--- config.mk ---
export PLATFORM = sky130hd
export DESIGN_NAME = priority_task_queue
export DESIGN_NICKNAME = d
export VERILOG_FILES = /design/src/pqt_pkg.sv /design/src/pqt_ctrl.sv /design/src/pqt_datapath.sv /design/src/priority_task_queue.sv
export SDC_FILE = /design/constraint.sdc
export NUM_CORES = 1
export LEC_CHECK = 0
export BUFFER_PORTS_ARGS = -buffer_cell sky130_fd_sc_hd__buf_4
export CORE_MARGIN = 2
export CORE_UTILIZATION = 65
export CTS_CLUSTER_DIAMETER = 60
export CTS_CLUSTER_SIZE = 28
export DETAILED_ROUTE_END_ITERATION = 6
export GPL_TIMING_DRIVEN = 0
export PLACE_DENSITY = 0.85
export SLEW_MARGIN = 10
export SYNTH_ARGS = -nofsm -noshare
export SYNTH_HDL_FRONTEND = slang
export SYNTH_SLANG_ARGS = --single-unit
export TNS_END_PERCENT = 20
--- constraint.sdc ---
create_clock -name clock -period 6.2 [get_ports clock]
set_clock_uncertainty 0.05 [all_clocks]
set_input_delay 0.62 -clock clock [delete_from_list [all_inputs] [get_ports clock]]
set_output_delay 0.62 -clock clock [all_outputs]
set_load 0.02 [all_outputs]
--- src/pqt_pkg.sv ---
`default_nettype none

package pqt_pkg;

   // default sizes
   localparam int QUEUE_DEPTH_DEF   = 16;
   localparam int KEY_BITS_DEF      = 16;
   localparam int PRIORITY_BITS_DEF = 8;

   // action codes carried on req_tuser
   localparam int ACTION_BITS = 2;
   localparam logic [ACTION_BITS-1:0] ACT_INSERT = 2'd0;
   localparam logic [ACTION_BITS-1:0] ACT_REMOVE = 2'd1;
   localparam logic [ACTION_BITS-1:0] ACT_POP    = 2'd2;

   // status codes carried on rsp_tuser
   localparam int STATUS_BITS = 3;
   localparam logic [STATUS_BITS-1:0] ST_OK      = 3'd0;
   localparam logic [STATUS_BITS-1:0] ST_DUP     = 3'd1;
   localparam logic [STATUS_BITS-1:0] ST_MISSING = 3'd2;
   localparam logic [STATUS_BITS-1:0] ST_EMPTY   = 3'd3;
   localparam logic [STATUS_BITS-1:0] ST_FULL    = 3'd4;

   typedef enum logic [1:0] {
      S_IDLE,
      S_COMPARE,
      S_REDUCE,
      S_UPDATE
   } state_type;

   // controller to datapath
   typedef struct packed {
      logic load;
      logic compare;
      logic reduce;
      logic commit;
   } cmd_type;

   // datapath to controller
   typedef struct packed {
      logic out_busy;
   } sts_type;

endpackage

`default_nettype wire

--- src/pqt_ctrl.sv ---
`default_nettype none

module pqt_ctrl (
   input  logic             clock,
   input  logic             reset,
   input  logic             req_tvalid,
   output logic             req_tready,
   input  pqt_pkg::sts_type sts,
   output pqt_pkg::cmd_type cmd
);
   import pqt_pkg::*;

   state_type state_ff, state_in;

   always_ff @(posedge clock) begin
      if (reset) begin
         state_ff <= S_IDLE;
      end else begin
         state_ff <= state_in;
      end
   end

   always_comb begin
      state_in   = state_ff;
      cmd        = '0;
      req_tready = 1'b0;
      unique case (state_ff)
         S_IDLE: begin
            req_tready = 1'b1;
            if (req_tvalid) begin
               cmd.load = 1'b1;
               state_in = S_COMPARE;
            end
         end
         S_COMPARE: begin
            cmd.compare = 1'b1;
            state_in    = S_REDUCE;
         end
         S_REDUCE: begin
            cmd.reduce = 1'b1;
            state_in   = S_UPDATE;
         end
         S_UPDATE: begin
            // hold until the output register can take the result
            if (!sts.out_busy) begin
               cmd.commit = 1'b1;
               state_in   = S_IDLE;
            end
         end
         default: begin
            state_in = S_IDLE;
         end
      endcase
   end

endmodule

`default_nettype wire

--- src/pqt_datapath.sv ---
`default_nettype none

module pqt_datapath #(
   parameter int QUEUE_DEPTH   = pqt_pkg::QUEUE_DEPTH_DEF,
   parameter int KEY_BITS      = pqt_pkg::KEY_BITS_DEF,
   parameter int PRIORITY_BITS = pqt_pkg::PRIORITY_BITS_DEF
) (
   input  logic                            clock,
   input  logic                            reset,
   input  logic [pqt_pkg::ACTION_BITS-1:0] in_action,
   input  logic [KEY_BITS-1:0]             in_key,
   input  logic [PRIORITY_BITS-1:0]        in_prio,
   input  pqt_pkg::cmd_type                cmd,
   output pqt_pkg::sts_type                sts,
   output logic                            out_valid,
   input  logic                            out_ready,
   output logic [pqt_pkg::STATUS_BITS-1:0] out_status,
   output logic [KEY_BITS-1:0]             out_key,
   output logic [PRIORITY_BITS-1:0]        out_prio
);
   import pqt_pkg::*;

   localparam int CNT_BITS = $clog2(QUEUE_DEPTH + 1);

   // latched request
   logic [ACTION_BITS-1:0]   act_ff;
   logic [KEY_BITS-1:0]      key_ff;
   logic [PRIORITY_BITS-1:0] prio_ff;

   // sorted list, head at index 0
   logic [KEY_BITS-1:0]      ent_key_ff  [QUEUE_DEPTH];
   logic [PRIORITY_BITS-1:0] ent_prio_ff [QUEUE_DEPTH];
   logic [KEY_BITS-1:0]      ent_key_in  [QUEUE_DEPTH];
   logic [PRIORITY_BITS-1:0] ent_prio_in [QUEUE_DEPTH];
   logic [KEY_BITS-1:0]      up_key      [QUEUE_DEPTH];
   logic [PRIORITY_BITS-1:0] up_prio     [QUEUE_DEPTH];
   logic [KEY_BITS-1:0]      dn_key      [QUEUE_DEPTH];
   logic [PRIORITY_BITS-1:0] dn_prio     [QUEUE_DEPTH];
   logic [CNT_BITS-1:0]      count_ff, count_in;

   // per-entry flags
   logic [QUEUE_DEPTH-1:0] match_ff, match_in;
   logic [QUEUE_DEPTH-1:0] after_ff, after_in;
   logic [QUEUE_DEPTH-1:0] kill_ff, kill_in;
   logic [QUEUE_DEPTH-1:0] ins_here, del_vec;
   logic                   any_ff, any_in;

   // decision
   logic                     do_ins, do_del;
   logic [STATUS_BITS-1:0]   status_in;
   logic [KEY_BITS-1:0]      served_key_in;
   logic [PRIORITY_BITS-1:0] served_prio_in;

   // output register
   logic                     out_valid_ff;
   logic [STATUS_BITS-1:0]   out_status_ff;
   logic [KEY_BITS-1:0]      out_key_ff;
   logic [PRIORITY_BITS-1:0] out_prio_ff;

   always_ff @(posedge clock) begin
      if (cmd.load) begin
         act_ff  <= in_action;
         key_ff  <= in_key;
         prio_ff <= in_prio;
      end
   end

   // compare against every stored entry; list stays non-increasing, so the
   // insert flags form one run from the insert point to the end
   always_comb begin
      logic head_gt;
      logic valid;
      head_gt = (count_ff == '0) || (prio_ff > ent_prio_ff[0]);
      for (int i = 0; i < QUEUE_DEPTH; i++) begin
         valid       = CNT_BITS'(i) < count_ff;
         match_in[i] = valid && (ent_key_ff[i] == key_ff);
         after_in[i] = head_gt ||
                       ((i != 0) && (!valid || (prio_ff >= ent_prio_ff[i])));
      end
   end

   // keys are unique, so one match at most; kill marks it and all after it
   always_comb begin
      logic [QUEUE_DEPTH-1:0] v;
      v = match_ff;
      for (int s = 1; s < QUEUE_DEPTH; s = s * 2) begin
         v = v | (v << s);
      end
      kill_in = v;
      any_in  = |match_ff;
   end

   always_ff @(posedge clock) begin
      if (cmd.compare) begin
         match_ff <= match_in;
         after_ff <= after_in;
      end
      if (cmd.reduce) begin
         kill_ff <= kill_in;
         any_ff  <= any_in;
      end
   end

   always_comb begin
      do_ins         = 1'b0;
      do_del         = 1'b0;
      del_vec        = kill_ff;
      status_in      = ST_OK;
      served_key_in  = '0;
      served_prio_in = '0;
      unique case (act_ff)
         ACT_INSERT: begin
            if (any_ff) begin
               status_in = ST_DUP;
            end else if (count_ff == CNT_BITS'(QUEUE_DEPTH)) begin
               status_in = ST_FULL;
            end else begin
               do_ins = 1'b1;
            end
         end
         ACT_REMOVE: begin
            if (count_ff == '0) begin
               status_in = ST_EMPTY;
            end else if (!any_ff) begin
               status_in = ST_MISSING;
            end else begin
               do_del = 1'b1;
            end
         end
         ACT_POP: begin
            if (count_ff == '0) begin
               status_in = ST_EMPTY;
            end else begin
               do_del         = 1'b1;
               del_vec        = '1;
               served_key_in  = ent_key_ff[0];
               served_prio_in = ent_prio_ff[0];
            end
         end
         default: begin
            status_in = ST_OK;
         end
      endcase
   end

   // neighbor taps for shifting down (insert) and up (delete)
   always_comb begin
      up_key[0]  = key_ff;
      up_prio[0] = prio_ff;
      for (int i = 1; i < QUEUE_DEPTH; i++) begin
         up_key[i]  = ent_key_ff[i-1];
         up_prio[i] = ent_prio_ff[i-1];
      end
      for (int i = 0; i < QUEUE_DEPTH - 1; i++) begin
         dn_key[i]  = ent_key_ff[i+1];
         dn_prio[i] = ent_prio_ff[i+1];
      end
      dn_key[QUEUE_DEPTH-1]  = ent_key_ff[QUEUE_DEPTH-1];
      dn_prio[QUEUE_DEPTH-1] = ent_prio_ff[QUEUE_DEPTH-1];
   end

   assign ins_here = after_ff & ~{after_ff[QUEUE_DEPTH-2:0], 1'b0};

   always_comb begin
      for (int i = 0; i < QUEUE_DEPTH; i++) begin
         ent_key_in[i]  = ent_key_ff[i];
         ent_prio_in[i] = ent_prio_ff[i];
         if (cmd.commit && do_ins && ins_here[i]) begin
            ent_key_in[i]  = key_ff;
            ent_prio_in[i] = prio_ff;
         end else if (cmd.commit && do_ins && after_ff[i]) begin
            ent_key_in[i]  = up_key[i];
            ent_prio_in[i] = up_prio[i];
         end else if (cmd.commit && do_del && del_vec[i]) begin
            ent_key_in[i]  = dn_key[i];
            ent_prio_in[i] = dn_prio[i];
         end
      end
   end

   always_ff @(posedge clock) begin
      for (int i = 0; i < QUEUE_DEPTH; i++) begin
         ent_key_ff[i]  <= ent_key_in[i];
         ent_prio_ff[i] <= ent_prio_in[i];
      end
   end

   always_comb begin
      count_in = count_ff;
      if (cmd.commit && do_ins) begin
         count_in = count_ff + CNT_BITS'(1);
      end else if (cmd.commit && do_del) begin
         count_in = count_ff - CNT_BITS'(1);
      end
   end

   always_ff @(posedge clock) begin
      if (reset) begin
         count_ff     <= '0;
         out_valid_ff <= 1'b0;
      end else begin
         count_ff <= count_in;
         if (cmd.commit) begin
            out_valid_ff <= 1'b1;
         end else if (out_ready) begin
            out_valid_ff <= 1'b0;
         end
      end
   end

   always_ff @(posedge clock) begin
      if (cmd.commit) begin
         out_status_ff <= status_in;
         out_key_ff    <= served_key_in;
         out_prio_ff   <= served_prio_in;
      end
   end

   assign sts.out_busy = out_valid_ff && !out_ready;
   assign out_valid    = out_valid_ff;
   assign out_status   = out_status_ff;
   assign out_key      = out_key_ff;
   assign out_prio     = out_prio_ff;

endmodule

`default_nettype wire

--- src/priority_task_queue.sv ---
// priority_task_queue: bounded list of tasks kept in descending priority order
// req channel: req_tuser = action (insert, remove by key, pop head),
//   req_tdata = task key and task priority; one transfer is one request
// rsp channel: exactly one transfer per request, in request order;
//   rsp_tuser = status, rsp_tdata = served key and priority (zero unless a
//   successful pop)
// result path: rsp_tvalid rises once the update step commits, after the request
//   has gone through compare all entries, reduce match flags, update list
// one request at a time: req_tready is high only in idle, so a new request is
//   taken only after the compare / reduce / update sequence of the last one
// stalls: a finished result waits in the output register; the next request
//   is still taken and processed, but its update waits until rsp frees up
// reset: list empty, no result pending, ready for a request next cycle
// queue entries hold no reset value; only entries below the count are used
`default_nettype none

module priority_task_queue #(
   parameter int QUEUE_DEPTH   = pqt_pkg::QUEUE_DEPTH_DEF,
   parameter int KEY_BITS      = pqt_pkg::KEY_BITS_DEF,
   parameter int PRIORITY_BITS = pqt_pkg::PRIORITY_BITS_DEF,
   localparam int DATA_BITS    = ((KEY_BITS + PRIORITY_BITS + 7) / 8) * 8
) (
   input  logic                            clock,
   input  logic                            reset,
   // request channel
   input  logic                            req_tvalid,
   output logic                            req_tready,
   input  logic [DATA_BITS-1:0]            req_tdata,  // task_key, task_priority, zero pad
   input  logic [pqt_pkg::ACTION_BITS-1:0] req_tuser,  // action
   // result channel
   output logic                            rsp_tvalid,
   input  logic                            rsp_tready,
   output logic [DATA_BITS-1:0]            rsp_tdata,  // served_key, served_priority, zero pad
   output logic [pqt_pkg::STATUS_BITS-1:0] rsp_tuser   // status
);
   import pqt_pkg::*;

   cmd_type cmd;
   sts_type sts;

   logic [KEY_BITS-1:0]      rsp_key;
   logic [PRIORITY_BITS-1:0] rsp_prio;

   // sequencer: one request at a time through compare, reduce, update
   pqt_ctrl u_ctrl (
      .clock      (clock),
      .reset      (reset),
      .req_tvalid (req_tvalid),
      .req_tready (req_tready),
      .sts        (sts),
      .cmd        (cmd)
   );

   // entry row, per-entry compare and shift, output register
   pqt_datapath #(
      .QUEUE_DEPTH   (QUEUE_DEPTH),
      .KEY_BITS      (KEY_BITS),
      .PRIORITY_BITS (PRIORITY_BITS)
   ) u_datapath (
      .clock      (clock),
      .reset      (reset),
      .in_action  (req_tuser),
      .in_key     (req_tdata[KEY_BITS-1:0]),
      .in_prio    (req_tdata[KEY_BITS+PRIORITY_BITS-1:KEY_BITS]),
      .cmd        (cmd),
      .sts        (sts),
      .out_valid  (rsp_tvalid),
      .out_ready  (rsp_tready),
      .out_status (rsp_tuser),
      .out_key    (rsp_key),
      .out_prio   (rsp_prio)
   );

   // pack the served fields, key in the low bits
   assign rsp_tdata = DATA_BITS'({rsp_prio, rsp_key});

endmodule

`default_nettype wire

# After elaboration in Yosys (flattened, before gate mapping)

Memory sizes are Yosys's and may differ from the RTL's.
Index checks and enable logic that the tools add are counted.

Bits in registers: 109
RAM bits: 384
Output and inout bits: 29
Memories kept: 2

Memory list:

| name                   | depth | width | rd ports | clocked after Yosys merged registers in | write ports | line               | RTL |
|---|---|---|---|---|---|---|---|
| u_datapath.ent_key_ff  | 16    | 16    | 16       | 0                                       | 16          | pqt_datapath.sv:31 | `logic [KEY_BITS-1:0] ent_key_ff [QUEUE_DEPTH];` |
| u_datapath.ent_prio_ff | 16    | 8     | 16       | 0                                       | 16          | pqt_datapath.sv:32 | `logic [PRIORITY_BITS-1:0] ent_prio_ff [QUEUE_DEPTH];` |

$add $sub $neg: 2
Magnitude comparators: 32
Equality and inequality tests: 24
Multiplexer cells: 123
Bitwise operators: 7
Reduce and logical (&&, ||, !) cells: 121

Operators with widths:

| kind               | count |
|---|---|
| $mux 16            | 47 |
| $mux 8             | 47 |
| $eq 16x16->1       | 16 |
| $ge 8x8->1         | 15 |
| $logic_and 1x1->1  | 66 |
| $or 15x15->15      | 4 |
| $lt 4x5->1 const A | 8 |
| $logic_or 1x1->1   | 31 |
| $mux 15            | 2 |
| $lt 3x5->1 const A | 4 |
| $and 16x16->16     | 1 |
| $logic_not 1->1    | 16 |
| $not 16->16        | 1 |
| $reduce_or 16->1   | 1 |
| $mux 1             | 15 |
| $lt 1x5->1 const A | 2 |
| $lt 2x5->1 const A | 2 |
| $mux 2             | 5 |
| $mux 5             | 2 |
| $pmux 3 s3         | 1 |
| $gt 8x8->1         | 1 |
| $pmux 2 s4         | 1 |
| $eq 2x2->1 const B | 3 |
| $mux 3             | 2 |
| 12 further kinds   | 16 |

# Longest topological paths before layout

Gate-level depths: netlist of run 1.

Word-level depth: 9
Gate-level depth with buffers: 11

# By module

A second synthesis of run 1 with hierarchy kept.

Cell total of the unflattened synthesis: 2707
Area, all modules: 29278.1 µm²

Modules (own cells, without submodules):

| module       | times used | cells an instance | area an instance (µm²) |
|---|---|---|---|
| pqt_datapath | 1          | 2689              | 29105.4 |
| pqt_ctrl     | 1          | 18                | 172.7 |

# Worst setup path after synthesis of run 1

Ideal clock, no wire load.

Path type: input to register
Start: input port rsp_tready
End: memory u_datapath.ent_key_ff[0][0] (netlist name) (enable)
Library setup time: 0.438 ns
Arrival: 3.514 ns
Data required time: 5.712 ns
Path slack: 2.198 ns
Stages: 5
Buffers on the path: 0
Path through: nand2b_1 > nand2_1 > inv_1 > nand2_1 > o21ai_0

RTL lines:

| element     | line                      | RTL |
|---|---|---|
| from (decl) | priority_task_queue.sv:32 | `input logic rsp_tready,` |
| to (decl)   | pqt_datapath.sv:31        |  |

==> results of run 1 <==
cell usage after synthesis, types with 8 or more instances:
cell type	number	share of area (%)
nand3_1	18	0.30
a211oi_1	17	0.43
buf_2	58	0.98
edfxtp_1	485	49
mux2i_1	338	11
ha_1	140	5.9
nand2_1	15	0.19
and3_1	28	0.59
o21bai_1	14	0.36
xnor2_1	79	2.3
a21oi_1	367	6.2
o211ai_1	12	0.30
dfxtp_1	8	0.54
nand2b_1	16	0.34
nand4_1	35	0.74
nor3_1	15	0.25
xor2_1	178	5.3
a21o_1	37	0.94
clkbuf_1	122	1.5
nor4_1	49	1.0
mux2_2	48	1.8
inv_1	127	1.6
o21ai_0	20	0.34
nor2b_1	10	0.21
buf_1	17	0.22
buf_4	22	0.56
and2_1	13	0.27
nor2_1	374	4.7
cell type report:
type / count / area, sq um / area share [%]
Timing Repair Buffer: 75 / 726 / 2.23
Buffer: 219 / 977 / 3.00
Sequential cell: 493 / 14700 / 45.3
Tap cell: 600 / 751 / 2.31
Clock buffer: 42 / 1030 / 3.17
Inverter: 127 / 477 / 1.47
Clock inverter: 33 / 377 / 1.16
Multi-Input combinational cell: 1868 / 13500 / 41.4
registers in the layout, indices dropped and copies added (netlist names):
signal,count
u_datapath.out_valid,1
u_datapath.ent_key_ff,256
u_datapath.act_ff,2
u_datapath.ent_prio_ff,128
u_ctrl.state_ff,2
u_datapath.out_status,3
u_datapath.after_ff,16
u_datapath.any_ff,1
u_datapath.match_ff,16
u_datapath.out_prio,8
u_datapath.out_key,16
u_datapath.key_ff,16
u_datapath.prio_ff,8
u_datapath.kill_ff,15
u_datapath.count_ff,5
where the power goes:
group / switching [mW] / leakage (nW) / internal [mW]
combinational: 1.10 / 9.40 / 0.504
clock: 1.41 / 0.686 / 1.38
sequential: 0.142 / 4.38 / 3.77
total: 2.66 / 14.5 / 5.65
per-layer routing:
metal  part of all wire, %  GRT usage [%]  routed length (microns)  vias to the layer above
met2                    48           58.5                    39500                     1132
met3                   7.7           4.53                     6370                      224
met1                    39           45.2                    32500                    10300
li1                      -              -                        -                     9920
met4                   5.0           16.5                     4120                        0
met5                     0              0                        0                        -
stage by stage:
step	instance area (sq um)	std cells	power, mW	utilization (%)
2_1_floorplan	29600	2707	4.88	-
3_3_place_gp	30800	3364	5.44	68.1
3_5_place_dp	31100	3381	5.53	68.9
4_1_cts	32500	3456	8.26	72.0
5_1_grt	32500	3457	8.53	72.0
6_report	32500	3457	8.31	72.0
kinds of logic (layout without fill, tap and decap cells):
kind of cell,after synthesis,after routing,share of synthesized area (%)
xor+xnor,257,257,7.61
fa+ha+maj,140,140,5.92
compound gates,481,481,8.96
simple gates,604,604,9.56
mux,386,386,13.3
buf+inv,346,496,4.91
flops,493,493,49.8
critical path, stage by stage, from the launching register on:
cell and delay (ps):
dfxtp_1 360, clkbuf_1 420, inv_1 210, ha_1 260, and4bb_2 280, nor4_2 780, and2_1 1010, nor2b_1 220
buf_2 190, buf_4 220, mux2_2 370
worst paths after layout:
| check | from | to | slack (ps) |
|---|---|---|---|
| hold / removal | req_tdata[14] | u_datapath.key_ff[14] | 140 |
| setup reg to reg | u_datapath.count_ff[1] | u_datapath.ent_prio_ff[1][62] | 1560 |
| hold reg to reg | u_datapath.match_ff[0] | u_datapath.kill_ff[0] | 460 |
| setup / recovery | u_datapath.count_ff[1] | u_datapath.ent_prio_ff[1][62] | 1560 |
==> impl_metrics.yaml, run 1 <==
status:
  status: "finished clean"
timing:
  setup_violations: 0
  min_period_ps: 4640
  min_period_over_period_pct: 74.9
  worst_slew_pin_slew_ps: 1330
  setup_tns_ps: 0
  max_freq_mhz: 215
  slew_headroom_pct: 11.6
  rsz0062_at_grt: "false"
  fin_ws_ps: 1560
  finalHoldViolCount: 0
  holdWs_ps: 141
  slew_violations: 0
layout:
  drive_gt1_share_pct: 10.7
  mostFrequentLayoutCell: "edfxtp_1"
  mostFrequentLayoutCells: "edfxtp_1, nor2_1, a21oi_1"
  area_growth_pct: 9.95
  final_nets: 2995
  num_antenna_cells: 0
  n_fill_cell: 3236
grt:
  grt_max_degree: 33
  antenna_found_initial: 0
  track_usage_pct: 34.9
  overflow: 0
  grt_pass1_wl_microns: 124000
  grt_pass1_vias: 21600
critical_path:
  start_kind: "flop"
  end_kind: "flop"
  reg2reg_depth: 10
  cp_data_required_time_ps: 6490
  critical_path_arrival_ps: 4930
  crit_type: "flop to flop"
  cp_max_fo: 25
clocking:
  clk_pin_slew_ps: 90
  cts.sinks: 493
  cts_tree: "built"
  clockBufferDepth: 3
  cts_buffers: 41
  root_buffer: "clkbuf_16"
  post_cts_resized: 0
  cts_hold_buf: 0
  cts.htree.levels: 2
  clk_latency_ps: 610
  post-cts-setup-buffers: 0
pwr:
  leakage_nw: 14.5
  peakVddDrop_uv: 222
  cellPowerDensity_nw_per_um2: 256
routing:
  vias: 21600
  wl_microns: 82500
  dr.pass1.iters: 6
  antenna_left: 0
  wl_per_cell_microns: 23.9
  drt_iter0_drc: 2446
  via_per_inst: 6.25
  drc: 0
synthesis:
  ys_seq_area_share_pct: 49.8
  synth_warnings: 0
  synth-edff-count: 485
  ys.flop_type: "edfxtp_1"
  synth_area_sq_um: 29600
  ys_ff_latch: 493
  synth_fp_nets: 2877
  yosys.cell_types.count: 56
  synth.avg_cell_area_sq_um: 10.9
  syn_inst: 2707
  async_flop_share_pct: 0
die:
  die_w_microns: 217
  dieHeight_microns: 217
  rows: 78
  initial_core_util_pct: 65.5
  io_pins: 59
  coreArea_sq_um: 45200
  die_area_sq_um: 47200
placement:
  pre_cts_ws_ps: 1630
  dpl.hpwl_microns: 65100
  gp_congestion: 0.951
  portBuffers: 57
run:
  cap_violations: 0
min_path:
  hp-class: "input port to flop"
  whs_path_depth: 1
Power figures use the tool's default switching activity.
==> run 2: changes to the inputs <==
CORE_UTILIZATION = 58   (was 65)
PLACE_DENSITY = 0.8   (was 0.85)
clock period = 3.75 ns   (was 6.2 ns; I/O delays follow)
==> run 2 against run 1 <==
Effect of this change: die area increased by 12%; wire length about the same; fmax up 30%; flip-flop and latch count unchanged; critical endpoint is now u_datapath.ent_key_ff[1][55]; core utilization is 6.6 points lower; largest cell class unchanged; combinational power rose by 68%; first-iteration DRC count fell by 4.7%; non-clock buffer count increased by 28; highest routed layer unchanged; critical path type unchanged; register-to-register slack got worse by 1400 ps; setup slack worse by 1400 ps; hold slack got worse by 52 ps; power grew 65%.
==> impl_metrics.yaml, run 2 (synthesis results as in run 1) <==
status:
  status: "finished clean"
critical_path:
  max_stage_delay_ps: 570
  cp_max_fo: 16
  regToRegEndpoint: "u_datapath.ent_key_ff[1][55]"
  start_kind: "flop"
  cp_common_cell: "buf_4"
  critPathLaunch: "u_datapath.count_ff[0]"
  end_kind: "flop"
  critical_path_arrival_ps: 3840
  endpoint: "u_datapath.ent_key_ff[1][55]"
  rrSetupSlack_ps: 170
  path_cells: "inv_1 > ha_1 > and4bb_2 > nor4_4 > buf_4 > buf_4 > and2_1 > clkbuf_1 > buf_2 > o21bai_2 > buf_8"
  cp_data_required_time_ps: 4010
  reg2reg_depth: 11
  cpMaxStageDelayCell: "dfxtp_1"
  crit_type: "flop to flop"
  reg2reg_from: "u_datapath.count_ff[0]"
clocking:
  cts_buffers: 41
  clk_latency_ps: 610
  root_buffer: "clkbuf_16"
  cts.sinks: 493
  clockBufferDepth: 3
  clk_pin_slew_ps: 80
  cts_tree: "built"
  cts.htree.levels: 2
layout:
  final_nets: 3023
  area_growth_pct: 11.2
  mostFrequentLayoutCells: "edfxtp_1, nor2_1, a21oi_1"
  mostFrequentLayoutCell: "edfxtp_1"
  reg_top3: "u_datapath.ent_key_ff (256), u_datapath.ent_prio_ff (128)"
  largest_reg_flops: 256
  multi_input_area_sq_um: 13500
  n_fill_cell: 3887
  num_antenna_cells: 0
  post-route-util_pct: 65.4
  top_register: "u_datapath.ent_key_ff"
  final_cells: 3556
  ff_latch_area_sq_um: 14700
  drive_gt1_share_pct: 10.6
timing:
  slew_violations: 0
  finalHoldViolCount: 0
  worst_slew_pin_slew_ps: 1240
  setup_tns_ps: 0
  min_period_ps: 3580
  setup_violations: 0
  rsz0062_at_grt: "false"
  max_freq_mhz: 279
  min_period_over_period_pct: 95.5
  fin_ws_ps: 170
  slew_headroom_pct: 16.1
die:
  rows: 82
  dieHeight_microns: 230
  initial_core_util_pct: 58.8
  coreArea_sq_um: 50300
  die_area_sq_um: 52800
  io_pins: 59
  die_w_microns: 230
pwr:
  peakVddDrop_uv: 344
  fin_total_pwr_mw: 13.7
  p_seq_share_pct: 47.2
  clock_power_share_pct: 33.0
  power_switching_mw: 4.33
  leakage_nw: 14.6
  cellPowerDensity_nw_per_um2: 416
  p_int_mw: 9.35
  p_sw_share_pct: 31.6
  pwr-share-comb_pct: 19.8
routing:
  vias: 21500
  drc: 0
  drt_iter0_drc: 2332
  via_per_inst: 6.05
  route.met2.wl_microns: 40000
  wl_per_cell_microns: 23.2
  drt-met1-wl_microns: 32400
  dr.pass1.iters: 6
  met3_length_microns: 6150
  wl_microns: 82500
  antenna_left: 0
  top_layer_used: "met4"
placement:
  portBuffers: 57
  dp_cells: 3453
  pre_cts_ws_ps: -743
  gp_congestion: 0.934
  dpl.hpwl_microns: 65000
grt:
  antenna_found_initial: 0
  grt_max_degree: 33
  grt_pass1_vias: 21800
  track_usage_pct: 31.0
  grt_pass1_wl_microns: 125000
  overflow: 0
run:
  cap_violations: 0
min_path:
  hp-class: "input port to flop"
-- run 2: cell type report --
type | instances | area share (%)
sequential | 493 | 44.8
multi-input combinational | 1868 | 41.0
clock buffer | 44 | 3.28
timing repair buffer | 103 | 3.06
buffer | 219 | 2.99
tap | 672 | 2.56
inverter | 127 | 1.46
clock inverter | 30 | 0.875
-- run 2: worst min path at each step --
stage,start,to,slack (ps),cells past startpoint
after floorplan,u_datapath.match_ff[0],u_datapath.kill_ff[0],410,0
after global placement,u_datapath.match_ff[0],u_datapath.kill_ff[0],430,0
after detailed placement,u_datapath.match_ff[0],u_datapath.kill_ff[0],430,0
after CTS,reset,u_ctrl.state_ff[1],60,2
after global routing,reset,u_ctrl.state_ff[1],130,2
final,reset,u_ctrl.state_ff[1],90,2
-- run 2: worst max-delay path, delay by kind of cell, from the launching register on --
family,cells,cell delay [ps]
fa+ha+maj,1,260
simple gates,3,710
flops,1,570
buf+inv,6,1370
compound gates,1,320
-- run 2: stage by stage --
stage,area [sq um],hold WS (ps)
finish,32900,89.6
floorplan,29600,410
global placement,30900,427
detailed placement,31200,433
global route,32900,129
CTS,32900,58.4
-- run 2: routing by layer --
metal | GRT usage [%] | up-vias
met5 | 0 | -
met4 | 14.0 | 0
met3 | 3.96 | 199
met2 | 53.0 | 1034
met1 | 39.3 | 10300
li1 | - | 9978
-- run 2: power by group through the flow --
stage | clock (mW) | sequential [mW] | combinational (mW)
after floorplan | 0 | 6.53 | 1.54
after global placement | 0 | 6.58 | 2.41
after detailed placement | 0 | 6.58 | 2.58
after CTS | 4.54 | 6.45 | 2.64
after global routing | 4.74 | 6.48 | 2.88
final | 4.51 | 6.46 | 2.71
-- run 2: what timing repair did --
| action | CTS | global route |
|---|---|---|
| setup buffers | 1 | 1 |
| pin swaps | 0 | 1 |
| endpoints found under the hold margin | 27 | 0 |
| gates resized for setup | 9 | 0 |
| endpoints found under the setup margin | 452 | 148 |
| hold buffers | 27 | 0 |
==> run 3: changes to the inputs <==
BUFFER_PORTS_ARGS = not set   (was -buffer_cell sky130_fd_sc_hd__buf_4)
CORE_UTILIZATION = 65   (was 58)
DONT_BUFFER_PORTS = 1   (was not set)
PLACE_DENSITY = 0.84   (was 0.8)
RECOVER_POWER = 50   (was not set)
clock period = 3.8 ns   (was 3.75 ns; I/O delays follow)
==> run 3 against run 2 <==
Effect of this change: the flow now finishes with violations (max-capacitance violations, max-slew violations); global-route usage rose by 4.4 points; flip-flop and latch count stayed put; count of clock-buffer cells in the layout decreased by 2; sequential share of layout area grew 0.86 points; combinational power shrank 7.4%; core utilization increased by 6.0 points; power decreased by 1.4%; critical path type unchanged; critical endpoint is now u_datapath.after_ff[14].
==> impl_metrics.yaml, run 3 (synthesis results as in run 1) <==
status:
  status: "finished, violations left"
  violations: "max-capacitance violations, max-slew violations"
routing:
  wl_microns: 83600
  via_per_inst: 6.37
  antenna_left: 0
  wl_per_cell_microns: 24.4
  drt_iter0_drc: 2593
  vias: 21800
  dr.pass1.iters: 7
  drc: 0
min_path:
  hp-class: "input port to flop"
  min_from: "reset"
layout:
  reg_top3: "u_datapath.ent_key_ff (256), u_datapath.ent_prio_ff (128)"
  post-route-util_pct: 71.4
  drive_gt1_share_pct: 7.42
  mostFrequentLayoutCells: "edfxtp_1, nor2_1, a21oi_1"
  final_cells: 3419
  final_nets: 2961
  area_growth_pct: 9.06
  mostFrequentLayoutCell: "edfxtp_1"
  top_register: "u_datapath.ent_key_ff"
  fin_area_sq_um: 32300
  largest_reg_flops: 256
  n_fill_cell: 3244
critical_path:
  rrSetupSlack_ps: 60
  cp_data_required_time_ps: 4050
  critPathLaunch: "u_datapath.prio_ff[7]"
  path_cells: "ha_1 > a21oi_1 > o21ai_0 > o22ai_2 > clkbuf_1 > nand4_1"
  end_kind: "flop"
  start_kind: "flop"
  crit_type: "flop to flop"
  critical_path_arrival_ps: 3990
  cp_max_fo: 23
  max_stage_delay_ps: 1190
  cpMaxStageDelayCell: "edfxtp_1"
  reg2reg_from: "u_datapath.prio_ff[7]"
  worst-path-buf-inv: 1
  crit_family: "flip-flops"
grt:
  overflow: 0
  antenna_found_initial: 2
  grt_max_degree: 33
  grt_pass1_vias: 21700
  track_usage_pct: 35.3
  grt_pass1_wl_microns: 126000
die:
  coreArea_sq_um: 45200
  die_area_sq_um: 47200
  rows: 78
  io_pins: 59
  initial_core_util_pct: 65.5
  dieHeight_microns: 217
  die_w_microns: 217
placement:
  pre_cts_ws_ps: -781
  dp_cells: 3323
  dpl-instance-area_sq_um: 30700
  gp_congestion: 0.969
  dpl.hpwl_microns: 65400
  portBuffers: 0
timing:
  setup_tns_ps: 0
  setup_violations: 0
  holdWs_ps: 105
  min_period_over_period_pct: 98.5
  slew_headroom_pct: -6.28
  rsz0062_at_grt: "false"
  slew_violations: 21
  worst_slew_pin_slew_ps: 1590
  max_freq_mhz: 267
  finalHoldViolCount: 0
  fin_ws_ps: 55.8
  min_period_ps: 3740
clocking:
  clockBufferDepth: 3
  cts.sinks: 493
  cts_tree: "built"
  cts_buffers: 38
  clk_pin_slew_ps: 90
  root_buffer: "clkbuf_16"
  clk_latency_ps: 600
  cts.htree.levels: 2
pwr:
  peakVddDrop_uv: 372
  cellPowerDensity_nw_per_um2: 418
  leakage_nw: 14.1
  fin_total_pwr_mw: 13.5
run:
  cap_violations: 2
run 3: changes by cell type in the layout (fill, tap and decap cells not counted), moves of 3 or more:
cell	change
clkinv_1	-4
clkinvlp_4	+3
bufinv_16	+5
buf_8	-5
clkbuf_1	+37
buf_1	-8
buf_4	-65
buf_2	-24
inv_8	-5
clkinv_4	-4
clkbuf_2	+5
run 3: metal layers:
metal,global-route usage (%),vias up,wire (microns)
li1,-,9855,-
met1,45.7,10600,32900
met2,59.4,1135,40500
met3,3.94,223,6150
met4,17.7,2,4070
met5,0,-,13
run 3: path summary, 6_finish.rpt:
check / to / cells after the start
min: u_datapath.count_ff[0] / 2
min reg2reg: u_datapath.kill_ff[0] / 0
max reg2reg: u_datapath.after_ff[14] / 6
max: u_datapath.after_ff[14] / 6
run 3: final cells by class:
type / count / area [sq um] / share of cell area, %
Antenna cell: 1 / 2.50 / 0.00776
Buffer: 219 / 930 / 2.88
Clock buffer: 42 / 1030 / 3.19
Clock inverter: 25 / 339 / 1.05
Inverter: 127 / 480 / 1.49
Multi-Input combinational cell: 1868 / 13500 / 41.7
Sequential cell: 493 / 14700 / 45.6
Tap cell: 600 / 751 / 2.33
Timing Repair Buffer: 44 / 546 / 1.69
run 3: what timing repair did:
item,in CTS,in global routing
hold buffers,27,0
gates resized for setup,9,0
endpoints found under the setup margin,526,118
endpoints found under the hold margin,28,0
pin swaps,0,1
setup buffers,0,1
gates cloned,0,0
run 3: report_power, final:
part	internal (mW)	switching, mW
sequential	6.16	0.262
clock	2.42	2.13
combinational	0.746	1.77
